`src/hdl/plcm_pkg.sv`:
```
// Package with shared types, codes and constants of the profile line cut block.
`default_nettype none

package plcm_pkg;

  localparam int unsigned MAX_SLICES_DEF = 256;

  localparam int unsigned COORD_W  = 16;
  localparam int unsigned SLICE_W  = 18;
  localparam int unsigned NUM_W    = 34;
  localparam int unsigned DIVISOR_W = 16;
  localparam int unsigned QMAG_W   = 17;
  localparam int unsigned DIV_STEPS = QMAG_W;
  localparam int unsigned DIV_CNT_W = $clog2(DIV_STEPS);

  localparam int unsigned STEP_W   = 10;
  localparam int unsigned SIU_W    = 9;
  localparam int unsigned IRAD_W   = 15;
  localparam int unsigned CHG_W    = 9;
  localparam int unsigned CFG_IDX_W = 2;
  localparam int unsigned CFG_DATA_W = 15;

  localparam logic [STEP_W-1:0] STEP_RST = 10'd1;
  localparam logic [SIU_W-1:0]  SIU_RST  = 9'd256;
  localparam logic signed [COORD_W-1:0] RADIUS_RST = 16'sd100;

  typedef enum logic [1:0] {
    FUNC_CUT     = 2'd0,
    FUNC_RESTORE = 2'd1,
    FUNC_READ    = 2'd2,
    FUNC_NONE    = 2'd3
  } func_e;

  typedef enum logic [CFG_IDX_W-1:0] {
    CFG_SLICE_STEP     = 2'd0,
    CFG_SLICES_IN_USE  = 2'd1,
    CFG_INITIAL_RADIUS = 2'd2,
    CFG_UNUSED         = 2'd3
  } cfg_idx_e;

  typedef enum logic [4:0] {
    ST_CLEAR,
    ST_IDLE,
    ST_DIV_S1,
    ST_WAIT_S1,
    ST_DIV_S2,
    ST_WAIT_S2,
    ST_ORDER,
    ST_SPAN,
    ST_MUL_A,
    ST_MUL_B,
    ST_SUM,
    ST_DIV_Y,
    ST_WAIT_Y,
    ST_SAME_WAIT,
    ST_SAME_CMP,
    ST_RD_WAIT,
    ST_RD_FIN,
    ST_RESP
  } state_e;

  typedef struct packed {
    logic                     start;
    logic signed [NUM_W-1:0]  dividend;
    logic [DIVISOR_W-1:0]     divisor;
  } div_req_t;

endpackage

`default_nettype wire

```
`src/hdl/plcm_div.sv`:
```
// Iterative signed divider, one quotient bit per cycle, truncating toward zero.
`default_nettype none

module plcm_div
  import plcm_pkg::*;
(
  input  wire logic                       clk_i,
  input  wire logic                       rst_ni,
  input  wire div_req_t                   req_i,
  output logic                            done_o,
  output logic signed [COORD_W-1:0]       quot_o
);

  logic                   run_q, run_d;
  logic                   done_q, done_d;
  logic [DIV_CNT_W-1:0]   cnt_q, cnt_d;
  logic [DIVISOR_W-1:0]   rem_q, rem_d;
  logic [QMAG_W-1:0]      qsr_q, qsr_d;
  logic                   neg_q, neg_d;
  logic [DIVISOR_W-1:0]   div_q, div_d;
  logic [NUM_W-1:0]       mag;
  logic [DIVISOR_W:0]     trial;
  logic                   ge;
  logic [QMAG_W-1:0]      qneg;

  // The quotient magnitude never exceeds 2^17 - 1, so the upper dividend bits
  // already lie below the divisor and seed the remainder.
  always_comb begin
    mag    = req_i.dividend[NUM_W-1] ? NUM_W'(-req_i.dividend) : req_i.dividend;
    trial  = {rem_q, qsr_q[QMAG_W-1]};
    ge     = trial >= {1'b0, div_q};
    run_d  = run_q;
    done_d = 1'b0;
    cnt_d  = cnt_q;
    rem_d  = rem_q;
    qsr_d  = qsr_q;
    neg_d  = neg_q;
    div_d  = div_q;
    if (req_i.start) begin
      run_d = 1'b1;
      cnt_d = DIV_CNT_W'(DIV_STEPS - 1);
      rem_d = {1'b0, mag[31:QMAG_W]};
      qsr_d = mag[QMAG_W-1:0];
      neg_d = req_i.dividend[NUM_W-1];
      div_d = req_i.divisor;
    end else if (run_q) begin
      rem_d = ge ? DIVISOR_W'(trial - {1'b0, div_q}) : trial[DIVISOR_W-1:0];
      qsr_d = {qsr_q[QMAG_W-2:0], ge};
      cnt_d = cnt_q - 1'b1;
      if (cnt_q == '0) begin
        run_d  = 1'b0;
        done_d = 1'b1;
      end
    end
  end

  always_ff @(posedge clk_i or negedge rst_ni) begin
    if (!rst_ni) begin
      run_q  <= 1'b0;
      done_q <= 1'b0;
    end else begin
      run_q  <= run_d;
      done_q <= done_d;
    end
  end

  always_ff @(posedge clk_i) begin
    cnt_q <= cnt_d;
    rem_q <= rem_d;
    qsr_q <= qsr_d;
    neg_q <= neg_d;
    div_q <= div_d;
  end

  assign qneg   = QMAG_W'(-qsr_q);
  assign done_o = done_q;
  assign quot_o = neg_q ? $signed(qneg[COORD_W-1:0]) : $signed(qsr_q[COORD_W-1:0]);

  a_no_start_while_running: assert property (@(posedge clk_i) disable iff (!rst_ni)
    req_i.start |-> !run_q)
    else $error("Divider started while a division is running.");

  a_done_after_run: assert property (@(posedge clk_i) disable iff (!rst_ni)
    done_o |-> $past(run_q))
    else $error("Divider finished without running.");

endmodule

`default_nettype wire

```
`config.mk`:
```
export PLATFORM = sky130hd
export DESIGN_NAME = plcm_div
export DESIGN_NICKNAME = d
export VERILOG_FILES = /design/src/hdl/plcm_pkg.sv /design/src/hdl/plcm_div.sv
export SDC_FILE = /design/constraint.sdc
export NUM_CORES = 1
export LEC_CHECK = 0
export BUFFER_PORTS_ARGS = -buffer_cell sky130_fd_sc_hd__buf_2
export CAP_MARGIN = 5
export CORE_ASPECT_RATIO = 1.5
export CORE_MARGIN = 4
export CORE_UTILIZATION = 55
export CTS_CLUSTER_SIZE = 25
export DETAILED_ROUTE_END_ITERATION = 10
export PLACE_DENSITY = 0.78
export SETUP_SLACK_MARGIN = 0.2
export SLEW_MARGIN = 20
export SYNTH_ARGS = -nofsm -noshare
export SYNTH_HDL_FRONTEND = slang
export SYNTH_SLANG_ARGS = --single-unit
```
`constraint.sdc`:
```
create_clock -name clk_i -period 3 [get_ports clk_i]
set_input_delay 0.45 -clock clk_i [delete_from_list [all_inputs] [get_ports clk_i]]
set_output_delay 0.45 -clock clk_i [all_outputs]
set_load 0.005 [all_outputs]
```
# After elaboration in Yosys (flattened, before gate mapping)
# Cells that the tools add are included.
totals:
  register_bits: 57
  latchBits: 0
  ramBits: 0
  romBits: 0
  inputBits: 53
  output_inout_bits: 17
  elab_cells: 28
  n_memories: 0
op_classes:
  n_addsub: 4
  n_mul: 0
  n_div: 0
  order_cmp: 1
  n_eq_ne: 0
  shift: 0
  muxes: 13
  n_bitwise: 0
  n_reduce_logical: 2
op_table:
  columns: ["op", "n"]
  rows:
  - ["$mux 17", 2]
  - ["$mux 16", 2]
  - ["$mux 32", 1]
  - ["$neg 32->32", 1]
  - ["$mux 15", 2]
  - ["$ge 17x16->1", 1]
  - ["$neg 16->16", 1]
  - ["$sub 16x16->16", 1]
  - ["$mux 1", 6]
  - ["$logic_not 5->1", 1]
  - ["$sub 5x1->5 const B", 1]
  - ["$reduce_bool 2->1", 1]

# Depth between registers and ports, before layout
logic_depth:
  ltp_word: 4
  mapped_depth: 11
  mapped_depth_nobuf: 11

# Worst setup path before layout
# Ideal clock, no wire load.
synth_path:
  kind: "input-to-reg"
  from: "input req_i[28] (netlist name)"
  to: "register rem_q[0] (data pin)"
  setup_time_ns: 0.270
  t_arrival_ns: 2.316
  t_required_ns: 2.730
  slack_ns: 0.414
  path_stages: 7
  path_buffers: 0
  path_cell_list: "or4_4 -> or2_1 -> or3_4 -> or4_4 -> o21ai_2 -> xor2_1 -> a21oi_1"
synth_via:
  elab_chain_cells: 3
synth_lines:
  columns: ["element", "line", "source"]
  rows:
  - ["start, declared", "plcm_div.sv:9", "input wire div_req_t req_i,"]
  - ["$neg 32->32", "plcm_div.sv:29", "mag = req_i.dividend[NUM_W-1] ? NUM_W'(-req_i.dividend) : req_i.dividend;"]
  - ["$mux 32", "plcm_div.sv:29", null]
  - ["$mux 15", "plcm_div.sv:39", "if (req_i.start) begin"]
  - ["named net rem_d[0]", "plcm_div.sv:17", "logic [DIVISOR_W-1:0] rem_q, rem_d;"]
  - ["end signal, assigned", "plcm_div.sv:69", "rem_q <= rem_d;"]
  - ["end, declared", "plcm_div.sv:17", null]
# The timed path passes the listed nets, and every way through them passes these cells.
# A chain may end at the register's enable or synchronous reset.

# Worst setup path after layout
layout_path:
  from: "register qsr_q[1]"
  to: "output quot_o[13]"
layout_via:
  elab_chain_cells: 2
layout_lines:
  columns: ["element", "line", "source"]
  rows:
  - ["start, declared", "plcm_div.sv:18", "logic [QMAG_W-1:0] qsr_q, qsr_d;"]
  - ["start signal, assigned", "plcm_div.sv:70", "qsr_q <= qsr_d;"]
  - ["$neg 16->16", "plcm_div.sv:75", "assign qneg = QMAG_W'(-qsr_q);"]
  - ["$mux 16", "plcm_div.sv:77", "assign quot_o = neg_q ? $signed(qneg[COORD_W-1:0]) : $signed(qsr_q[COORD_W-1:0]);"]
  - ["end, declared", "plcm_div.sv:11", "output logic signed [COORD_W-1:0] quot_o"]
# No other way between the ends.

==> results summary <==
The global-route congestion overflow total is 0. Summing the sequential cell areas from Yosys gives 39.3% of the chip area. Data on the critical path arrives at its endpoint at about 2.6 ns. The via count of the first global-routing pass is about 3600.

The final cell area excluding filler cells is between 0.004 and 0.005 sq mm. The count of vias placed by the detailed router is roughly 3600. The most used flip-flop cell after synthesis is sky130_fd_sc_hd__edfxtp_1.

The largest single stage delay on the critical path is 0.48 ns. The average cell area after synthesis is around 9.3 sq um. The final routed wire length divided by cell count is around 16 um. The filler-free cell count of the finished design is 620. The number of hold-slack violations in the final timing report was 0. The cell depth of the worst min-delay path came out at 1. After floorplanning, the core was divided into 38 placement rows.

The worst setup path is of the flip-flop to output pin kind. The cell sitting at the root of the clock tree is a sky130_fd_sc_hd__clkbuf_8. The number of nets in the synthesized netlist is between 500 and 600.

The critical path starts at qsr_q[1]$_DFFE_PP_. The flow ran to the end, but the final reports show violations. The final weighted congestion of routability-driven global placement is about 0.80. Data on the critical path is required at its endpoint by approximately 2.6 ns.

The count of buffers added on input and output ports is 68. The tightest slew margin relative to the limit came out at 57.9%. The path class of the lowest-slack min-delay path is input port to flip-flop. For flop-to-flop paths, the worst setup slack is 0.29 ns. The final count of negative-setup-slack endpoints is 2. The initial antenna violation count came out at 0. The DRC marker count from the first detailed-route iteration came out at around 210.

In this run the standard cell core region covers between 0.007 and 0.008 sq mm. The number of inserted diodes came out at 0. The transition at the pin with the smallest max-transition slack came out at roughly 0.63 ns.

After clock tree synthesis, the clock-pin slew on the worst setup and hold paths is about 0.070 ns. Static timing analysis puts the maximum clock frequency at between 300 and 400 MHz. The number of buffers between clock root and the deepest sink came out at 2. In this run the critical register-to-register path is launched from qsr_q[16]$_DFFE_PP_.

The design draws between 3 and 4 mW. The DRC violation count after routing is 0. The half-perimeter wire length of the detailed placement result is slightly above 7000 um. The I/O pin count is 70. The die is between 70 and 80 um wide. Among all stages on the critical path, the largest delay is contributed by sky130_fd_sc_hd__or4_4.

The count of mapped cells out of synthesis is ~450. The pin count of the biggest net entering global routing came out at 42. During synthesis, Yosys emitted a total of 0 warnings. Including well taps, the total number of placed cells is 599. The length of the first detailed-routing pass in iterations is 4.

Setup repair after global routing could not meet its margin everywhere. The number of synthesized register bits is 57. STA classifies the critical path startpoint as a flip-flop. The leakage power total is roughly 2 nW.

The fraction of the cycle the final worst path needs is 102%. The routed design has roughly 10000 um of wire. Clock tree synthesis inserted a total of 9 buffers. The startpoint of the tightest hold check path is req_i[8]. CTS built an H-tree with a depth of 3.

Summing every instance area after synthesis gives 0.00418 sq mm. The number of max-slew violations in the final report was 0. The signal on the critical path passes through or3_4 > or3b_4 > or4_4 > o41ai_4 > xnor2_1 > buf_2. The floorplan step defined a die boundary enclosing about 0.0091 sq mm. The library cells used most frequently in the layout, excluding fill and tap cells, are sky130_fd_sc_hd__buf_2 (68), sky130_fd_sc_hd__edfxtp_1 (49), sky130_fd_sc_hd__nand2_1 (35), sky130_fd_sc_hd__xnor2_1 (35), sky130_fd_sc_hd__nor2_1 (35).

The signed area change from the synthesized netlist to the final layout is 16.7%. The worst hold path terminates at div_q[8]$_DFFE_PP_. The first-pass GRT wire length came out at about 16000 um.

The endpoint of the worst register-to-register path is rem_q[14]$_DFFE_PP_. The final reports fail on setup timing. The minimum period implied by the final worst setup slack came out at a little over 3 ns. The via density per instance is about 5.8.

The worst-skew pair later-pin latency came out at ~0.35 ns. STA classifies the critical path endpoint as an output pin. The total routing resource utilization after global routing came out at 22.9%. In this run the worst path has a maximum fanout of 3. The worst setup skew after layout came out at between 0.007 and 0.008 ns. The initial core utilization came out at a little under three fifths. Once routing completed, OpenROAD measured the worst setup slack at -0.0476 ns.

The power density normalized to cell area came out at between 800 and 900 mW/mm^2. The pre-CTS setup slack is a little under 0.08 ns. After synthesis, the netlist uses 60 different library cells. The post-route netlist has around a fifth of its cells at a drive strength greater than 1.

Leaving out fill and tap cells, the most frequent cell in the layout is sky130_fd_sc_hd__buf_2. The vertical extent of the die is between 100 and 150 um. At the end of the flow, the number of nets in the layout was ~590. In this run, synthesis inferred between 40 and 50 flip-flops with an integrated enable. The total cell area at the placement stage came out at 0.00460 sq mm. The residual antenna-violating net count after detailed routing is 0. The maximum resistive drop on vdd is around 0.42 mV. Clock tree synthesis found a total of 57 sinks.

The worst register-to-register path has a depth of 11. The proportion of synthesized flip-flops having asynchronous set or reset came out at about 3.5%. TritonCTS built the clock tree.

Across the run, the number of max-cap violations was 0.
[critical path, delay by kind of cell, from the launching register on]
kind	cells	cell delay, ns
simple gates	3	1.32
flops	1	0.40
compound gates	1	0.26
xor+xnor	1	0.15
buf+inv	1	0.12
[flip-flops by register name (all words and copies together), names as in the netlist]
register  cells
qsr_q        17
done_o        1
run_q         1
div_q        16
cnt_q         5
rem_q        16
neg_q         1
[Yosys cell counts, drive strengths merged, types with 5 or more instances]
cell / instances / share of area [%]
mux2i: 5 / 1.2
inv: 26 / 2.3
nor2: 35 / 3.1
xor2: 25 / 5.2
and3: 5 / 0.75
xnor2: 35 / 7.3
o21ai: 33 / 4.0
dfxtp: 6 / 2.9
o31ai: 12 / 2.2
edfxtp: 49 / 35
nand2: 35 / 3.1
a21oi: 35 / 4.2
nor4: 5 / 1.1
nand2b: 5 / 0.75
a21o: 8 / 1.4
nand3: 6 / 0.72
clkbuf: 21 / 1.9
o21a: 6 / 1.1
nor3: 6 / 0.72
or4: 8 / 1.6
ha: 19 / 5.7
[worst max-delay path by stage]
stage                           to  slack (ns)  cells past startpoint
3_5_place_dp   rem_q[11]$_DFFE_PP_        0.08                      8
5_1_grt                 quot_o[13]       -0.11                      6
3_3_place_gp   rem_q[14]$_DFFE_PP_        0.11                     11
4_1_cts                 quot_o[13]       -0.02                      6
6_report                quot_o[13]       -0.05                      6
2_1_floorplan   rem_q[0]$_DFFE_PP_        0.41                      7
[per-stage QoR]
| step | setup TNS (ns) | hold WS (ns) | util, % |
|---|---|---|---|
| after global routing | -0.233 | 0.255 | 66.6 |
| after CTS | -0.0359 | 0.257 | 66.5 |
| after floorplan | 0 | 0.154 | - |
| final | -0.0731 | 0.275 | 66.6 |
| after global placement | 0 | 0.235 | 62.9 |
| after detailed placement | 0 | 0.238 | 62.9 |
[per-layer routing]
layer  global-route usage, %  vias up  wire length [um]
met5                       0        -                 0
met3                    5.33       23               569
met1                    24.8     1683              3890
li1                        -     1765                 -
met4                    11.9        0               285
met2                    41.1      100              5150
[final cells by class]
type,instances,area (sq um)
clock buffer,11,131
clock inverter,5,46.3
fill,615,2450
inverter,27,101
multi-input combinational,340,2400
sequential,57,1640
tap,100,125
timing repair buffer,80,433
[timing repair]
| action | CTS | global route |
|---|---|---|
| gates resized for setup | 9 | 4 |
| setup buffers | 4 | 0 |
| endpoints found under the hold margin | 2 | 0 |
| hold buffers | 1 | 0 |
| gates cloned | 0 | 0 |
| endpoints found under the setup margin | 4 | 11 |
| pin swaps | 1 | 2 |
[power by group]
part           leakage [nW]  internal [mW]  switching, mW
Sequential            0.570           1.14          0.181
Combinational          1.36          0.900           1.06
Clock                0.0898          0.374          0.305
[kinds of logic (layout without fill, tap and decap cells)]
family | after synthesis | after routing | share of synthesized area [%]
mux | 9 | 9 | 2.28
compound gates | 128 | 128 | 19.8
flops | 57 | 57 | 39.3
fa+ha+maj | 20 | 20 | 6.17
simple gates | 123 | 123 | 15.2
xor+xnor | 60 | 60 | 12.6
buf+inv | 52 | 123 | 4.76
Note: power is estimated with default switching activity, not from simulation.
